## config.mk

```make
export PLATFORM = sky130hd
export DESIGN_NAME = pan_tilt_tracking_command_controller_flat
export DESIGN_NICKNAME = d
export VERILOG_FILES = /design/src/design/ptc_pkg.sv /design/src/design/ptc_if.sv /design/src/design/ptc_csr.sv /design/src/design/ptc_plan.sv /design/src/design/ptc_emit.sv /design/src/design/pan_tilt_tracking_command_controller.sv /design/src/flat_wrapper.sv
export SDC_FILE = /design/constraint.sdc
export NUM_CORES = 2
export LEC_CHECK = 0
export BUFFER_PORTS_ARGS = -buffer_cell sky130_fd_sc_hd__buf_2
export CAP_MARGIN = 20
export CORE_MARGIN = 3
export CORE_UTILIZATION = 25
export CTS_BUF_LIST = sky130_fd_sc_hd__clkbuf_4
export CTS_CLUSTER_DIAMETER = 50
export CTS_CLUSTER_SIZE = 28
export DETAILED_ROUTE_END_ITERATION = 12
export SLEW_MARGIN = 30
export SYNTH_ARGS = -nofsm -noshare
export SYNTH_HDL_FRONTEND = slang
export SYNTH_SLANG_ARGS = --single-unit
export TNS_END_PERCENT = 100
```

## constraint.sdc

```tcl
create_clock -name clock -period 7.9 [get_ports clock]
set_input_delay 1.58 -clock clock [delete_from_list [all_inputs] [get_ports clock]]
set_output_delay 1.58 -clock clock [all_outputs]
set_load 0.1 [all_outputs]
```

## src/design/ptc_pkg.sv

```systemverilog
`timescale 1ns / 1ps
// Shared types, register codes and byte constants for the pan/tilt command controller.
package ptc_pkg;

   localparam int CSR_INDEX_W = 3;
   localparam int CSR_DATA_W  = 18;
   localparam int NSLOT       = 6;
   localparam int SLOT_W      = $clog2(NSLOT + 1);

   typedef enum logic [CSR_INDEX_W-1:0] {
      REG_DEAD_ZONE,
      REG_GAIN_SWITCH,
      REG_PAN_GAIN_NEAR,
      REG_PAN_GAIN_FAR,
      REG_TILT_GAIN_NEAR,
      REG_TILT_GAIN_FAR,
      REG_PAN_LIMIT,
      REG_TILT_LIMIT
   } csr_reg_type;

   typedef struct packed {
      logic [7:0]  dead_zone;
      logic [7:0]  gain_switch;
      logic [17:0] pan_gain_near;
      logic [17:0] pan_gain_far;
      logic [17:0] tilt_gain_near;
      logic [17:0] tilt_gain_far;
      logic [11:0] pan_speed_limit;
      logic [11:0] tilt_speed_limit;
   } cfg_type;

   localparam cfg_type CFG_RESET = '{
      dead_zone:        8'd10,
      gain_switch:      8'd50,
      pan_gain_near:    18'd100270,
      pan_gain_far:     18'd83558,
      tilt_gain_near:   18'd136367,
      tilt_gain_far:    18'd68183,
      pan_speed_limit:  12'd800,
      tilt_speed_limit: 12'd628
   };

   // frame numbers with special handling
   localparam logic [15:0] FN_IGNORE = 16'd2;
   localparam logic [15:0] FN_PRIME  = 16'd4;

   localparam logic signed [12:0] TURN_STEP = 13'sd10;
   // ceil(2^16 / 5), exact floor(n / 5) for n below 2^14
   localparam logic [14:0] DIV5_RECIP = 15'd13108;

   localparam logic [7:0] BYTE_SYNC  = 8'hFF;
   localparam logic [7:0] BYTE_ADDR  = 8'h30;
   localparam logic [7:0] BYTE_NUL   = 8'h00;
   localparam logic [7:0] BYTE_STOP  = 8'h60;
   localparam logic [7:0] BYTE_PAN   = 8'h50;
   localparam logic [7:0] BYTE_TILT  = 8'h51;
   localparam logic [7:0] BYTE_DIR   = 8'h53;
   localparam logic [7:0] BYTE_END   = 8'hEF;
   localparam logic [7:0] DIR_RIGHT  = 8'h31;
   localparam logic [7:0] DIR_LEFT   = 8'h32;
   localparam logic [7:0] DIR_UP     = 8'h33;
   localparam logic [7:0] DIR_DOWN   = 8'h34;

   typedef enum logic [1:0] {
      FRM_STOP,
      FRM_PAN,
      FRM_TILT,
      FRM_DIR
   } frame_type;

   typedef struct packed {
      logic       en;
      frame_type  kind;
      logic [7:0] code;
   } slot_type;

   typedef struct packed {
      slot_type [NSLOT-1:0] slots;
      logic [11:0]          pan_rate;
      logic [11:0]          tilt_rate;
   } plan_type;

   typedef struct packed {
      logic [10:0] old_x;
      logic [10:0] old_y;
      logic [10:0] new_x;
      logic [10:0] new_y;
      logic [15:0] frame_number;
   } req_type;

   typedef struct packed {
      logic [7:0] command_byte;
      logic       frame_end;
      logic       run_end;
   } rsp_type;

endpackage

```

## src/design/ptc_if.sv

```systemverilog
`timescale 1ns / 1ps
// Request and response channel interfaces of the pan/tilt command controller.
interface ptc_req_if;
   logic        valid;
   logic        ready;
   logic [10:0] old_x;
   logic [10:0] old_y;
   logic [10:0] new_x;
   logic [10:0] new_y;
   logic [15:0] frame_number;

   modport source (output valid, old_x, old_y, new_x, new_y, frame_number, input ready);
   modport sink (input valid, old_x, old_y, new_x, new_y, frame_number, output ready);
endinterface

interface ptc_rsp_if;
   logic       valid;
   logic       ready;
   logic [7:0] command_byte;
   logic       frame_end;
   logic       run_end;

   modport source (output valid, command_byte, frame_end, run_end, input ready);
   modport sink (input valid, command_byte, frame_end, run_end, output ready);
endinterface

```

## src/design/ptc_csr.sv

```systemverilog
`timescale 1ns / 1ps
// Configuration register file of the pan/tilt command controller.
module ptc_csr (
   input  logic                             clock,
   input  logic                             reset,
   input  logic                             csr_we,
   input  logic [ptc_pkg::CSR_INDEX_W-1:0]  csr_index,
   input  logic [ptc_pkg::CSR_DATA_W-1:0]   csr_wdata,
   output ptc_pkg::cfg_type                 cfg
);
   import ptc_pkg::*;

   cfg_type cfg_ff;
   cfg_type cfg_in;

   always_comb begin
      cfg_in = cfg_ff;
      if (csr_we) begin
         case (csr_reg_type'(csr_index))
            REG_DEAD_ZONE:      cfg_in.dead_zone        = csr_wdata[7:0];
            REG_GAIN_SWITCH:    cfg_in.gain_switch      = csr_wdata[7:0];
            REG_PAN_GAIN_NEAR:  cfg_in.pan_gain_near    = csr_wdata[17:0];
            REG_PAN_GAIN_FAR:   cfg_in.pan_gain_far     = csr_wdata[17:0];
            REG_TILT_GAIN_NEAR: cfg_in.tilt_gain_near   = csr_wdata[17:0];
            REG_TILT_GAIN_FAR:  cfg_in.tilt_gain_far    = csr_wdata[17:0];
            REG_PAN_LIMIT:      cfg_in.pan_speed_limit  = csr_wdata[11:0];
            REG_TILT_LIMIT:     cfg_in.tilt_speed_limit = csr_wdata[11:0];
            default:            cfg_in = cfg_ff;
         endcase
      end
   end

   always_ff @(posedge clock) begin
      if (reset) begin
         cfg_ff <= CFG_RESET;
      end else begin
         cfg_ff <= cfg_in;
      end
   end

   assign cfg = cfg_ff;

endmodule

```

## src/design/ptc_plan.sv

```systemverilog
`timescale 1ns / 1ps
// Request pipeline: displacement, frame plan, divide by five, gain and limit.
module ptc_plan (
   input  logic              clock,
   input  logic              reset,
   input  ptc_pkg::cfg_type  cfg,
   ptc_req_if.sink           req_bus,
   output logic              plan_valid,
   input  logic              plan_ready,
   output ptc_pkg::plan_type plan
);
   import ptc_pkg::*;

   typedef struct packed {
      logic       stop;
      logic       dir;
      logic [7:0] code;
   } axis_type;

   typedef struct packed {
      slot_type [NSLOT-1:0] slots;
      logic [13:0]          mag_x;
      logic [13:0]          mag_y;
      logic                 far_x;
      logic                 far_y;
   } s2_type;

   typedef struct packed {
      slot_type [NSLOT-1:0] slots;
      logic [11:0]          q_x;
      logic [11:0]          q_y;
      logic                 far_x;
      logic                 far_y;
   } s3_type;

   function automatic axis_type axis_frames(logic signed [12:0] now, logic signed [12:0] last,
                                            logic [7:0] pos_code, logic [7:0] neg_code);
      logic signed [12:0] diff;
      axis_type           a;
      diff   = now - last;
      a.stop = (last < 13'sd0 && now > 13'sd0) || (last > 13'sd0 && now < 13'sd0)
             || (now > 13'sd0 && last > 13'sd0 && diff > TURN_STEP)
             || (now < 13'sd0 && last < 13'sd0 && diff < -TURN_STEP);
      a.dir  = now != 13'sd0;
      a.code = (now > 13'sd0) ? pos_code : neg_code;
      return a;
   endfunction

   function automatic logic [11:0] scale_sat(logic [11:0] q, logic [17:0] gain,
                                             logic [11:0] limit);
      logic [29:0] prod;
      logic [13:0] s;
      prod = 30'(q) * 30'(gain);
      s    = prod[29:16];
      return (s > {2'b00, limit}) ? limit : s[11:0];
   endfunction

   logic               s1_v_ff, s2_v_ff, s3_v_ff;
   logic               s1_v_in, s2_v_in, s3_v_in;
   logic               s1_ready, s2_ready, s3_ready;
   req_type            s1_ff;
   s2_type             s2_ff, s2_in;
   s3_type             s3_ff, s3_in;
   logic signed [12:0] prev_dx_ff, prev_dy_ff, prev_dx_in, prev_dy_in;

   logic signed [12:0] dx, dy;
   logic signed [15:0] num_x, num_y, abs_x, abs_y;
   logic [10:0]        ax, ay;
   logic               skip, dead, upd, s1_adv;
   axis_type           axx, axy, first, second;
   logic               sec_en;
   logic [28:0]        div_x, div_y;

   assign s3_ready      = !s3_v_ff || plan_ready;
   assign s2_ready      = !s2_v_ff || s3_ready;
   assign s1_ready      = !s1_v_ff || s2_ready;
   assign req_bus.ready = s1_ready;
   assign s1_adv        = s1_v_ff && s2_ready;

   assign s1_v_in = s1_ready ? req_bus.valid : s1_v_ff;
   assign s2_v_in = s2_ready ? s1_v_ff : s2_v_ff;
   assign s3_v_in = s3_ready ? s2_v_ff : s3_v_ff;

   // stage 1: displacement, classification and frame slots
   always_comb begin
      dx    = 13'({2'b00, s1_ff.new_x}) - 13'({2'b00, s1_ff.old_x});
      dy    = 13'({2'b00, s1_ff.new_y}) - 13'({2'b00, s1_ff.old_y});
      ax    = dx[12] ? 11'(-dx) : dx[10:0];
      ay    = dy[12] ? 11'(-dy) : dy[10:0];
      num_x = {{3{dx[12]}}, dx} * 16'sd6 - {{3{prev_dx_ff[12]}}, prev_dx_ff};
      num_y = {{3{dy[12]}}, dy} * 16'sd6 - {{3{prev_dy_ff[12]}}, prev_dy_ff};
      abs_x = num_x[15] ? -num_x : num_x;
      abs_y = num_y[15] ? -num_y : num_y;

      skip = (s1_ff.frame_number == FN_IGNORE) || (s1_ff.frame_number == FN_PRIME);
      dead = (ax < {3'b000, cfg.dead_zone}) && (ay < {3'b000, cfg.dead_zone});
      upd  = (s1_ff.frame_number == FN_PRIME) || (!skip && !dead);

      axx = axis_frames(dx, prev_dx_ff, DIR_RIGHT, DIR_LEFT);
      axy = axis_frames(dy, prev_dy_ff, DIR_DOWN, DIR_UP);
      if (ax < ay) begin
         first  = axx;
         second = axy;
         sec_en = 1'b1;
      end else begin
         first  = axy;
         second = axx;
         sec_en = ax != ay;
      end

      s2_in.mag_x = abs_x[13:0];
      s2_in.mag_y = abs_y[13:0];
      s2_in.far_x = !(ax < {3'b000, cfg.gain_switch});
      s2_in.far_y = !(ay < {3'b000, cfg.gain_switch});
      for (int i = 0; i < NSLOT; i++) begin
         s2_in.slots[i] = '{en: 1'b0, kind: FRM_STOP, code: BYTE_NUL};
      end
      if (!skip && dead) begin
         s2_in.slots[0].en = 1'b1;
      end else if (!skip) begin
         s2_in.slots[0] = '{en: 1'b1, kind: FRM_PAN, code: BYTE_NUL};
         s2_in.slots[1] = '{en: 1'b1, kind: FRM_TILT, code: BYTE_NUL};
         s2_in.slots[2] = '{en: first.stop, kind: FRM_STOP, code: BYTE_NUL};
         s2_in.slots[3] = '{en: first.dir, kind: FRM_DIR, code: first.code};
         s2_in.slots[4] = '{en: second.stop && sec_en, kind: FRM_STOP, code: BYTE_NUL};
         s2_in.slots[5] = '{en: second.dir && sec_en, kind: FRM_DIR, code: second.code};
      end

      prev_dx_in = prev_dx_ff;
      prev_dy_in = prev_dy_ff;
      if (s1_adv && upd) begin
         prev_dx_in = dx;
         prev_dy_in = dy;
      end
   end

   // stage 2: magnitude of the predicted set point divided by five
   always_comb begin
      div_x       = 29'(s2_ff.mag_x) * 29'(DIV5_RECIP);
      div_y       = 29'(s2_ff.mag_y) * 29'(DIV5_RECIP);
      s3_in.slots = s2_ff.slots;
      s3_in.q_x   = div_x[27:16];
      s3_in.q_y   = div_y[27:16];
      s3_in.far_x = s2_ff.far_x;
      s3_in.far_y = s2_ff.far_y;
   end

   // stage 3: gain and limit
   always_comb begin
      plan.slots     = s3_ff.slots;
      plan.pan_rate  = scale_sat(s3_ff.q_x,
                                 s3_ff.far_x ? cfg.pan_gain_far : cfg.pan_gain_near,
                                 cfg.pan_speed_limit);
      plan.tilt_rate = scale_sat(s3_ff.q_y,
                                 s3_ff.far_y ? cfg.tilt_gain_far : cfg.tilt_gain_near,
                                 cfg.tilt_speed_limit);
   end
   assign plan_valid = s3_v_ff;

   always_ff @(posedge clock) begin
      if (reset) begin
         s1_v_ff    <= 1'b0;
         s2_v_ff    <= 1'b0;
         s3_v_ff    <= 1'b0;
         prev_dx_ff <= 13'sd1;
         prev_dy_ff <= 13'sd1;
      end else begin
         s1_v_ff    <= s1_v_in;
         s2_v_ff    <= s2_v_in;
         s3_v_ff    <= s3_v_in;
         prev_dx_ff <= prev_dx_in;
         prev_dy_ff <= prev_dy_in;
      end
   end

   always_ff @(posedge clock) begin
      if (s1_ready) begin
         s1_ff <= '{old_x: req_bus.old_x, old_y: req_bus.old_y, new_x: req_bus.new_x,
                    new_y: req_bus.new_y, frame_number: req_bus.frame_number};
      end
      if (s2_ready) begin
         s2_ff <= s2_in;
      end
      if (s3_ready) begin
         s3_ff <= s3_in;
      end
   end

`ifndef SYNTHESIS
   assert property (@(posedge clock) disable iff (reset)
      $past(!reset) && !$stable(prev_dx_ff) |-> $past(s1_adv))
      else $error("last displacement changed without a stage 1 advance");
`endif

endmodule

```

## src/design/ptc_emit.sv

```systemverilog
`timescale 1ns / 1ps
// Command byte sequencer: walks the frame plan and drives the response register.
module ptc_emit (
   input  logic              clock,
   input  logic              reset,
   input  logic              plan_valid,
   output logic              plan_ready,
   input  ptc_pkg::plan_type plan,
   ptc_rsp_if.source         rsp_bus
);
   import ptc_pkg::*;

   localparam logic [3:0] LAST_STOP  = 4'd7;
   localparam logic [3:0] LAST_DIR   = 4'd6;
   localparam logic [3:0] LAST_SPEED = 4'd8;

   function automatic logic [7:0] hex_char(logic [3:0] v);
      return (v < 4'd10) ? 8'h30 + {4'h0, v} : 8'h37 + {4'h0, v};
   endfunction

   function automatic logic [7:0] frame_byte(slot_type s, logic [3:0] idx, logic [11:0] spd);
      logic [7:0] b;
      b = BYTE_END;
      case (idx)
         4'd0: b = BYTE_SYNC;
         4'd1: b = BYTE_ADDR;
         4'd2: b = BYTE_ADDR;
         4'd3: b = BYTE_NUL;
         4'd4: begin
            case (s.kind)
               FRM_STOP: b = BYTE_STOP;
               FRM_PAN:  b = BYTE_PAN;
               FRM_TILT: b = BYTE_TILT;
               FRM_DIR:  b = BYTE_DIR;
               default:  b = BYTE_STOP;
            endcase
         end
         4'd5: begin
            case (s.kind)
               FRM_DIR:  b = s.code;
               FRM_STOP: b = BYTE_ADDR;
               default:  b = hex_char(spd[11:8]);
            endcase
         end
         4'd6: begin
            case (s.kind)
               FRM_DIR:  b = BYTE_END;
               FRM_STOP: b = BYTE_ADDR;
               default:  b = hex_char(spd[7:4]);
            endcase
         end
         4'd7: begin
            case (s.kind)
               FRM_PAN:  b = hex_char(spd[3:0]);
               FRM_TILT: b = hex_char(spd[3:0]);
               default:  b = BYTE_END;
            endcase
         end
         default: b = BYTE_END;
      endcase
      return b;
   endfunction

   logic                plan_v_ff, plan_v_in;
   plan_type            plan_ff;
   logic [SLOT_W-1:0]   slot_ff, slot_in;
   logic [3:0]          byte_ff, byte_in;
   logic                rsp_v_ff, rsp_v_in;
   rsp_type             rsp_ff, rsp_in;

   logic [SLOT_W-1:0]   cur;
   logic                found, any_after, out_free, emit, frame_last, plan_done, load;
   slot_type            cur_slot;
   logic [3:0]          last_idx;
   logic [11:0]         cur_spd;

   always_comb begin
      found     = 1'b0;
      any_after = 1'b0;
      cur       = '0;
      for (int i = 0; i < NSLOT; i++) begin
         if (plan_ff.slots[i].en && SLOT_W'(i) >= slot_ff) begin
            if (!found) begin
               found = 1'b1;
               cur   = SLOT_W'(i);
            end else begin
               any_after = 1'b1;
            end
         end
      end
   end

   always_comb begin
      cur_slot = plan_ff.slots[cur];
      cur_spd  = (cur_slot.kind == FRM_PAN) ? plan_ff.pan_rate : plan_ff.tilt_rate;
      case (cur_slot.kind)
         FRM_STOP: last_idx = LAST_STOP;
         FRM_DIR:  last_idx = LAST_DIR;
         default:  last_idx = LAST_SPEED;
      endcase
      frame_last = byte_ff == last_idx;
      out_free   = !rsp_v_ff || rsp_bus.ready;
      emit       = plan_v_ff && found && out_free;
      plan_done  = plan_v_ff && (!found || (emit && frame_last && !any_after));
      plan_ready = !plan_v_ff || plan_done;
      load       = plan_valid && plan_ready;

      plan_v_in = load ? 1'b1 : (plan_done ? 1'b0 : plan_v_ff);
      slot_in   = slot_ff;
      byte_in   = byte_ff;
      if (emit) begin
         if (frame_last) begin
            slot_in = cur + SLOT_W'(1);
            byte_in = '0;
         end else begin
            byte_in = byte_ff + 4'd1;
         end
      end
      if (load) begin
         slot_in = '0;
         byte_in = '0;
      end

      rsp_in.command_byte = frame_byte(cur_slot, byte_ff, cur_spd);
      rsp_in.frame_end    = frame_last;
      rsp_in.run_end      = frame_last && !any_after;
      rsp_v_in = emit ? 1'b1 : (rsp_bus.ready ? 1'b0 : rsp_v_ff);
   end

   always_ff @(posedge clock) begin
      if (reset) begin
         plan_v_ff <= 1'b0;
         rsp_v_ff  <= 1'b0;
         slot_ff   <= '0;
         byte_ff   <= '0;
      end else begin
         plan_v_ff <= plan_v_in;
         rsp_v_ff  <= rsp_v_in;
         slot_ff   <= slot_in;
         byte_ff   <= byte_in;
      end
   end

   always_ff @(posedge clock) begin
      if (load) begin
         plan_ff <= plan;
      end
      if (emit) begin
         rsp_ff <= rsp_in;
      end
   end

   assign rsp_bus.valid        = rsp_v_ff;
   assign rsp_bus.command_byte = rsp_ff.command_byte;
   assign rsp_bus.frame_end    = rsp_ff.frame_end;
   assign rsp_bus.run_end      = rsp_ff.run_end;

`ifndef SYNTHESIS
   assert property (@(posedge clock) disable iff (reset)
      rsp_v_ff && rsp_ff.run_end |-> rsp_ff.frame_end)
      else $error("run end on a beat that does not close a frame");
   assert property (@(posedge clock) disable iff (reset)
      rsp_v_ff && rsp_ff.frame_end |-> rsp_ff.command_byte == BYTE_END)
      else $error("frame end flagged on a byte other than the terminator");
`endif

endmodule

```

## src/design/pan_tilt_tracking_command_controller.sv

```systemverilog
`timescale 1ns / 1ps
// Top level of the pan/tilt tracking command controller.
//
//   channel  | dir | beat                                          | handshake
//   req_bus  | in  | old_x, old_y, new_x, new_y, frame_number      | valid/ready
//   rsp_bus  | out | command_byte, frame_end, run_end              | valid/ready
//   csr_*    | in  | csr_index, csr_wdata                          | csr_we, no wait
//
// A request passes a three-stage pipeline and the plan register before its first
// beat, then one byte per cycle: 7 to 9 bytes per command frame, up to 48 bytes
// per request; the byte sequencer sets the rate. A request with no bytes occupies
// the sequencer. Requests keep entering the pipeline while earlier bytes are sent.
// Reset is synchronous: clears valids, loads register defaults, last displacement 1.
// rsp ready low holds the response beat and backs the pipeline up to req ready.
module pan_tilt_tracking_command_controller (
   input  logic                             clock,
   input  logic                             reset,
   ptc_req_if.sink                          req_bus,
   ptc_rsp_if.source                        rsp_bus,
   input  logic                             csr_we,
   input  logic [ptc_pkg::CSR_INDEX_W-1:0]  csr_index,
   input  logic [ptc_pkg::CSR_DATA_W-1:0]   csr_wdata
);
   import ptc_pkg::*;

   cfg_type  cfg;
   plan_type plan;
   logic     plan_valid;
   logic     plan_ready;

   ptc_csr u_csr (
      .clock     (clock),
      .reset     (reset),
      .csr_we    (csr_we),
      .csr_index (csr_index),
      .csr_wdata (csr_wdata),
      .cfg       (cfg)
   );

   ptc_plan u_plan (
      .clock      (clock),
      .reset      (reset),
      .cfg        (cfg),
      .req_bus    (req_bus),
      .plan_valid (plan_valid),
      .plan_ready (plan_ready),
      .plan       (plan)
   );

   ptc_emit u_emit (
      .clock      (clock),
      .reset      (reset),
      .plan_valid (plan_valid),
      .plan_ready (plan_ready),
      .plan       (plan),
      .rsp_bus    (rsp_bus)
   );

endmodule
```

## src/flat_wrapper.sv

```systemverilog
// flat-port wrapper written by rule: the top's interface ports become plain ports
module pan_tilt_tracking_command_controller_flat import ptc_pkg::*;
  (clock, reset, csr_we, csr_index, csr_wdata, req_bus_valid, req_bus_old_x, req_bus_old_y, req_bus_new_x, req_bus_new_y, req_bus_frame_number, req_bus_ready, rsp_bus_valid, rsp_bus_command_byte, rsp_bus_frame_end, rsp_bus_run_end, rsp_bus_ready);
  ptc_req_if req_bus_i ();
  ptc_rsp_if rsp_bus_i ();
  input  logic clock;
  input  logic reset;
  input  logic csr_we;
  input  logic [ptc_pkg::CSR_INDEX_W-1:0] csr_index;
  input  logic [ptc_pkg::CSR_DATA_W-1:0] csr_wdata;
  input wire logic [$bits(req_bus_i.valid)-1:0] req_bus_valid;
  input wire logic [$bits(req_bus_i.old_x)-1:0] req_bus_old_x;
  input wire logic [$bits(req_bus_i.old_y)-1:0] req_bus_old_y;
  input wire logic [$bits(req_bus_i.new_x)-1:0] req_bus_new_x;
  input wire logic [$bits(req_bus_i.new_y)-1:0] req_bus_new_y;
  input wire logic [$bits(req_bus_i.frame_number)-1:0] req_bus_frame_number;
  output wire logic [$bits(req_bus_i.ready)-1:0] req_bus_ready;
  output wire logic [$bits(rsp_bus_i.valid)-1:0] rsp_bus_valid;
  output wire logic [$bits(rsp_bus_i.command_byte)-1:0] rsp_bus_command_byte;
  output wire logic [$bits(rsp_bus_i.frame_end)-1:0] rsp_bus_frame_end;
  output wire logic [$bits(rsp_bus_i.run_end)-1:0] rsp_bus_run_end;
  input wire logic [$bits(rsp_bus_i.ready)-1:0] rsp_bus_ready;
  assign req_bus_i.valid = req_bus_valid;
  assign req_bus_i.old_x = req_bus_old_x;
  assign req_bus_i.old_y = req_bus_old_y;
  assign req_bus_i.new_x = req_bus_new_x;
  assign req_bus_i.new_y = req_bus_new_y;
  assign req_bus_i.frame_number = req_bus_frame_number;
  assign req_bus_ready = req_bus_i.ready;
  assign rsp_bus_valid = rsp_bus_i.valid;
  assign rsp_bus_command_byte = rsp_bus_i.command_byte;
  assign rsp_bus_frame_end = rsp_bus_i.frame_end;
  assign rsp_bus_run_end = rsp_bus_i.run_end;
  assign rsp_bus_i.ready = rsp_bus_ready;
  pan_tilt_tracking_command_controller u_core (.clock(clock), .reset(reset), .req_bus(req_bus_i), .rsp_bus(rsp_bus_i), .csr_we(csr_we), .csr_index(csr_index), .csr_wdata(csr_wdata));
endmodule
```

==> reports/summary.md <==
* reg -> reg — class of the most critical setup path
* 0.226 — share of synthesized area occupied by flip-flops and latches
* 34 — number of cells on the worst reg-to-reg path
* 0.0243 — mux cell area share after synthesis
* 0.880 — Final Wtd Congestion
* 0.14 ns — post-CTS clock slew at the launch and capture registers of the worst setup and hold paths
* edfxtp_1 — ys flop type
* 0.119 — GRT Overall Usage
* 0.253 — starting density of the core
* 8 — number of buffers and inverters on the critical path
* 5281 — number of nets in the layout
* true — setup repair after global routing missed its margin
* 0.152 — post-synthesis simple-gate area fraction
* 4.45 — via density per instance
* 5116 — Mapped Nets
* 0 — total count of hold-check failures in the final report
* reg -> reg — class of the most critical hold timing path
* 28200 — Vias
* 94700 µm — total routed wirelength
* 153000 µm — wire length of the first global-routing pass
* 27200 µm² — multi-input combinational cell area
* 128 MHz — FMAX
* -0.208 ns — Setup WS pre-CTS
* 8.33 ns — Data arrival, critical path
* 0 — final setup violating endpoints
* 15.0 µm — final routed wire length divided by cell count
* 97 — quantity of I/O buffers inserted on ports
* 0.0382 — xor-xnor portion of the synthesized cell area
* 38300 µm² — synthesized area
* 0 — Synthesis Warnings
* yes — clock tree from TritonCTS
* 103 — number of library cell types mapped by synthesis
* 189 — number of flops mapped to enable cells by yosys
* 77400 µm — Final HPWL DP
* 0.102 ns — Max Clock Skew
* 0 — maximum capacitance violations
* 0.107 ns — crit path setup slack, layout
* 3 — clock tree buffer depth
* adder cells — combinational family with the most area after synthesis
* 9.34 µm² — Mapped Avg Cell Area
* 0 — total grt overflow
* u_core.u_emit.plan_ff[14] — destination of the worst register-to-register timing path
* clkbuf_4 — Clock Tree Root
* 8 — Crit Path Max Fanout
* 337 — post-synthesis register bit count
* 7.79 ns — post-layout minimum cycle time
* 8 — first-pass detailed-route iteration total
* 158000 µm² — die footprint
* 4099 — Post-Syn Instances
* 43400 µm² — fin area
* 0.387 — post-synthesis adder-cell area fraction
* 98 — # IOs
* 0.366 — worst-case headroom to the max-slew limit
* 2 — htree depth
* 0.123 — fraction of final layout cells with drive strength greater than 1
* 76 — largest net degree at the start of global routing
* 397 µm — vertical die dimension
* 337 — Clock Sink Count
* 0 — number of nets with antenna violations after detailed routing
* fa_1 — most common cell type on the critical path
* 45 — number of clock buffers inserted by TritonCTS
* 0 — share of flip-flops with an asynchronous set or reset
* 8640 µm² — flip-flop and latch area
* 397 µm — DIE WIDTH
* u_core.u_plan.s3_ff[1] — startpoint of the most critical register-to-register path
* 0.948 ns — worst slew pin tran
* 0 — residual DRC count
* 0.0927 — area fraction in compound gates after synthesis
* completed — run status
* 34 — logic depth of the worst setup path including buffers
* 8.44 ns — worst path required time
* 0.88 ns — latest clock arrival within the worst-skew pair
* 12 — initial antenna violation count
* 0.986 — final cycle utilization of the critical path
* 142 — Rows
* 0.11 ns — FF-to-FF setup slack
* inv_1 — commonest non-fill, non-tap cell in the layout
* 41600 µm² — placed instance area
* 0.54 ns — longest individual stage delay on the worst path
* u_core.u_emit.plan_ff[14] — endpoint of the worst setup timing path
* 151000 µm² — standard cell core area
* 1500 — Initial DRC Count
* 0 — count of pins over their slew limit
* adder cells — Crit path max-delay family
* fa_1 — slowest cell on the critical path
* inv_1 (653), nand2_1 (628), ha_1 (494) — top library cells by usage in the layout, fill and taps aside
* flop — critical path capture point type
* 28700 — number of global-route vias before repair
* 16000 — Fillers
* 13.5% — layout overhead on the synthesized area
* flop — crit start category
* u_core.u_plan.s3_ff[1] — launch point of the critical path
-- area by class of cell --
class / instances / share of cell area
Antenna cell: 6 / 0.000346
Clock inverter: 35 / 0.0102
Inverter: 667 / 0.0577
Timing Repair Buffer: 253 / 0.0409
Clock buffer: 49 / 0.00847
Sequential cell: 337 / 0.199
Tap cell: 2016 / 0.0581
Multi-Input combinational cell: 2960 / 0.625
-- kinds of logic after synthesis --
logic type	count (synthesis)
fa+ha+maj	931
mux	81
simple gates	1246
xor+xnor	165
flops	337
compound gates	536
buf+inv	803
-- worst min path at each step --
| stage | cells past startpoint | startpoint | to | slack, ns |
|---|---|---|---|---|
| after global placement | 0 | u_core.u_plan.s2_ff[62] | u_core.u_plan.plan[56] | 0.40 |
| after CTS | 0 | u_core.u_plan.s2_ff[84] | u_core.u_plan.plan[78] | 0.44 |
| final | 0 | u_core.u_plan.s2_ff[84] | u_core.u_plan.plan[78] | 0.43 |
| after floorplan | 0 | u_core.u_plan.plan[34] | u_core.u_emit.plan_ff[34] | 0.40 |
| after global routing | 0 | u_core.u_plan.s2_ff[84] | u_core.u_plan.plan[78] | 0.43 |
| after detailed placement | 0 | u_core.u_plan.plan[89] | u_core.u_emit.plan_ff[89] | 0.40 |
-- sequential cells by signal, summed over array words and instances, names as in the netlist --
signal / cells
u_core.u_emit.rsp_bus.valid: 1
u_core.u_plan.prev_dx_ff: 12
u_core.u_emit.byte_ff: 4
u_core.u_csr.cfg: 112
u_core.u_plan.s1_ff: 60
u_core.u_emit.plan_v_ff: 1
u_core.u_plan.plan: 13
u_core.u_emit.rsp_bus.run_end: 1
u_core.u_emit.plan_ff: 37
u_core.u_plan.s2_v_ff: 1
u_core.u_emit.rsp_bus.frame_end: 1
u_core.u_plan.s3_ff: 26
u_core.u_plan.prev_dy_ff: 12
u_core.u_plan.s1_v_ff: 1
u_core.u_emit.slot_ff: 3
u_core.u_plan.plan_valid: 1
u_core.u_emit.rsp_bus.command_byte: 8
u_core.u_plan.s2_ff: 43
-- synthesized netlist by cell type, types with 18 or more instances --
master	count	share of area
o21ai_0	84	0.011
nand2_1	640	0.063
edfxtp_1	189	0.15
dfxtp_1	148	0.077
mux2i_1	19	0.0050
and2_1	134	0.022
nand3b_1	46	0.0090
xor2_1	45	0.010
a31oi_1	23	0.0038
fa_1	422	0.22
nor3_1	45	0.0059
mux2_2	41	0.012
nand3_1	53	0.0069
nand4_1	18	0.0029
nor2b_1	47	0.0077
o21a_1	40	0.0078
a21o_1	32	0.0063
ha_1	509	0.17
nor2_1	152	0.015
xnor2_1	118	0.027
inv_1	662	0.065
a21oi_1	203	0.027
nand2b_1	31	0.0051
clkbuf_1	103	0.010
-- metal layers --
metal | track usage | up-vias | routed length [µm]
met5 | 0 | - | 70
met4 | 0.0243 | 10 | 1690
met3 | 0.0231 | 116 | 6100
met2 | 0.184 | 629 | 40600
met1 | 0.173 | 13700 | 46300
li1 | - | 13700 | -
-- through the flow --
| stage | instances | hold WS, ns | TNS [ns] | utilization |
|---|---|---|---|---|
| after detailed placement | 6183 | 0.405 | -3.70 | 0.275 |
| after floorplan | 4099 | 0.400 | 0 | - |
| final | 6323 | 0.432 | 0 | 0.287 |
| after global placement | 6183 | 0.402 | -0.0641 | 0.275 |
| after CTS | 6285 | 0.436 | 0 | 0.282 |
| after global routing | 6318 | 0.433 | -2.10 | 0.287 |
-- repair_timing --
| action | 4_1_cts | 5_1_grt |
|---|---|---|
| endpoints found under the hold margin | 0 | 0 |
| endpoints found under the setup margin | 24 | 24 |
| buffers inserted | 17 | 30 |
| resized for setup | 28 | 114 |
| hold buffers | 0 | 0 |
| cloned | 1 | 2 |
| pin swaps | 23 | 100 |
Power is not shown: default switching activity piles up to over one toggle a cycle in this logic, so the estimate is an artifact.
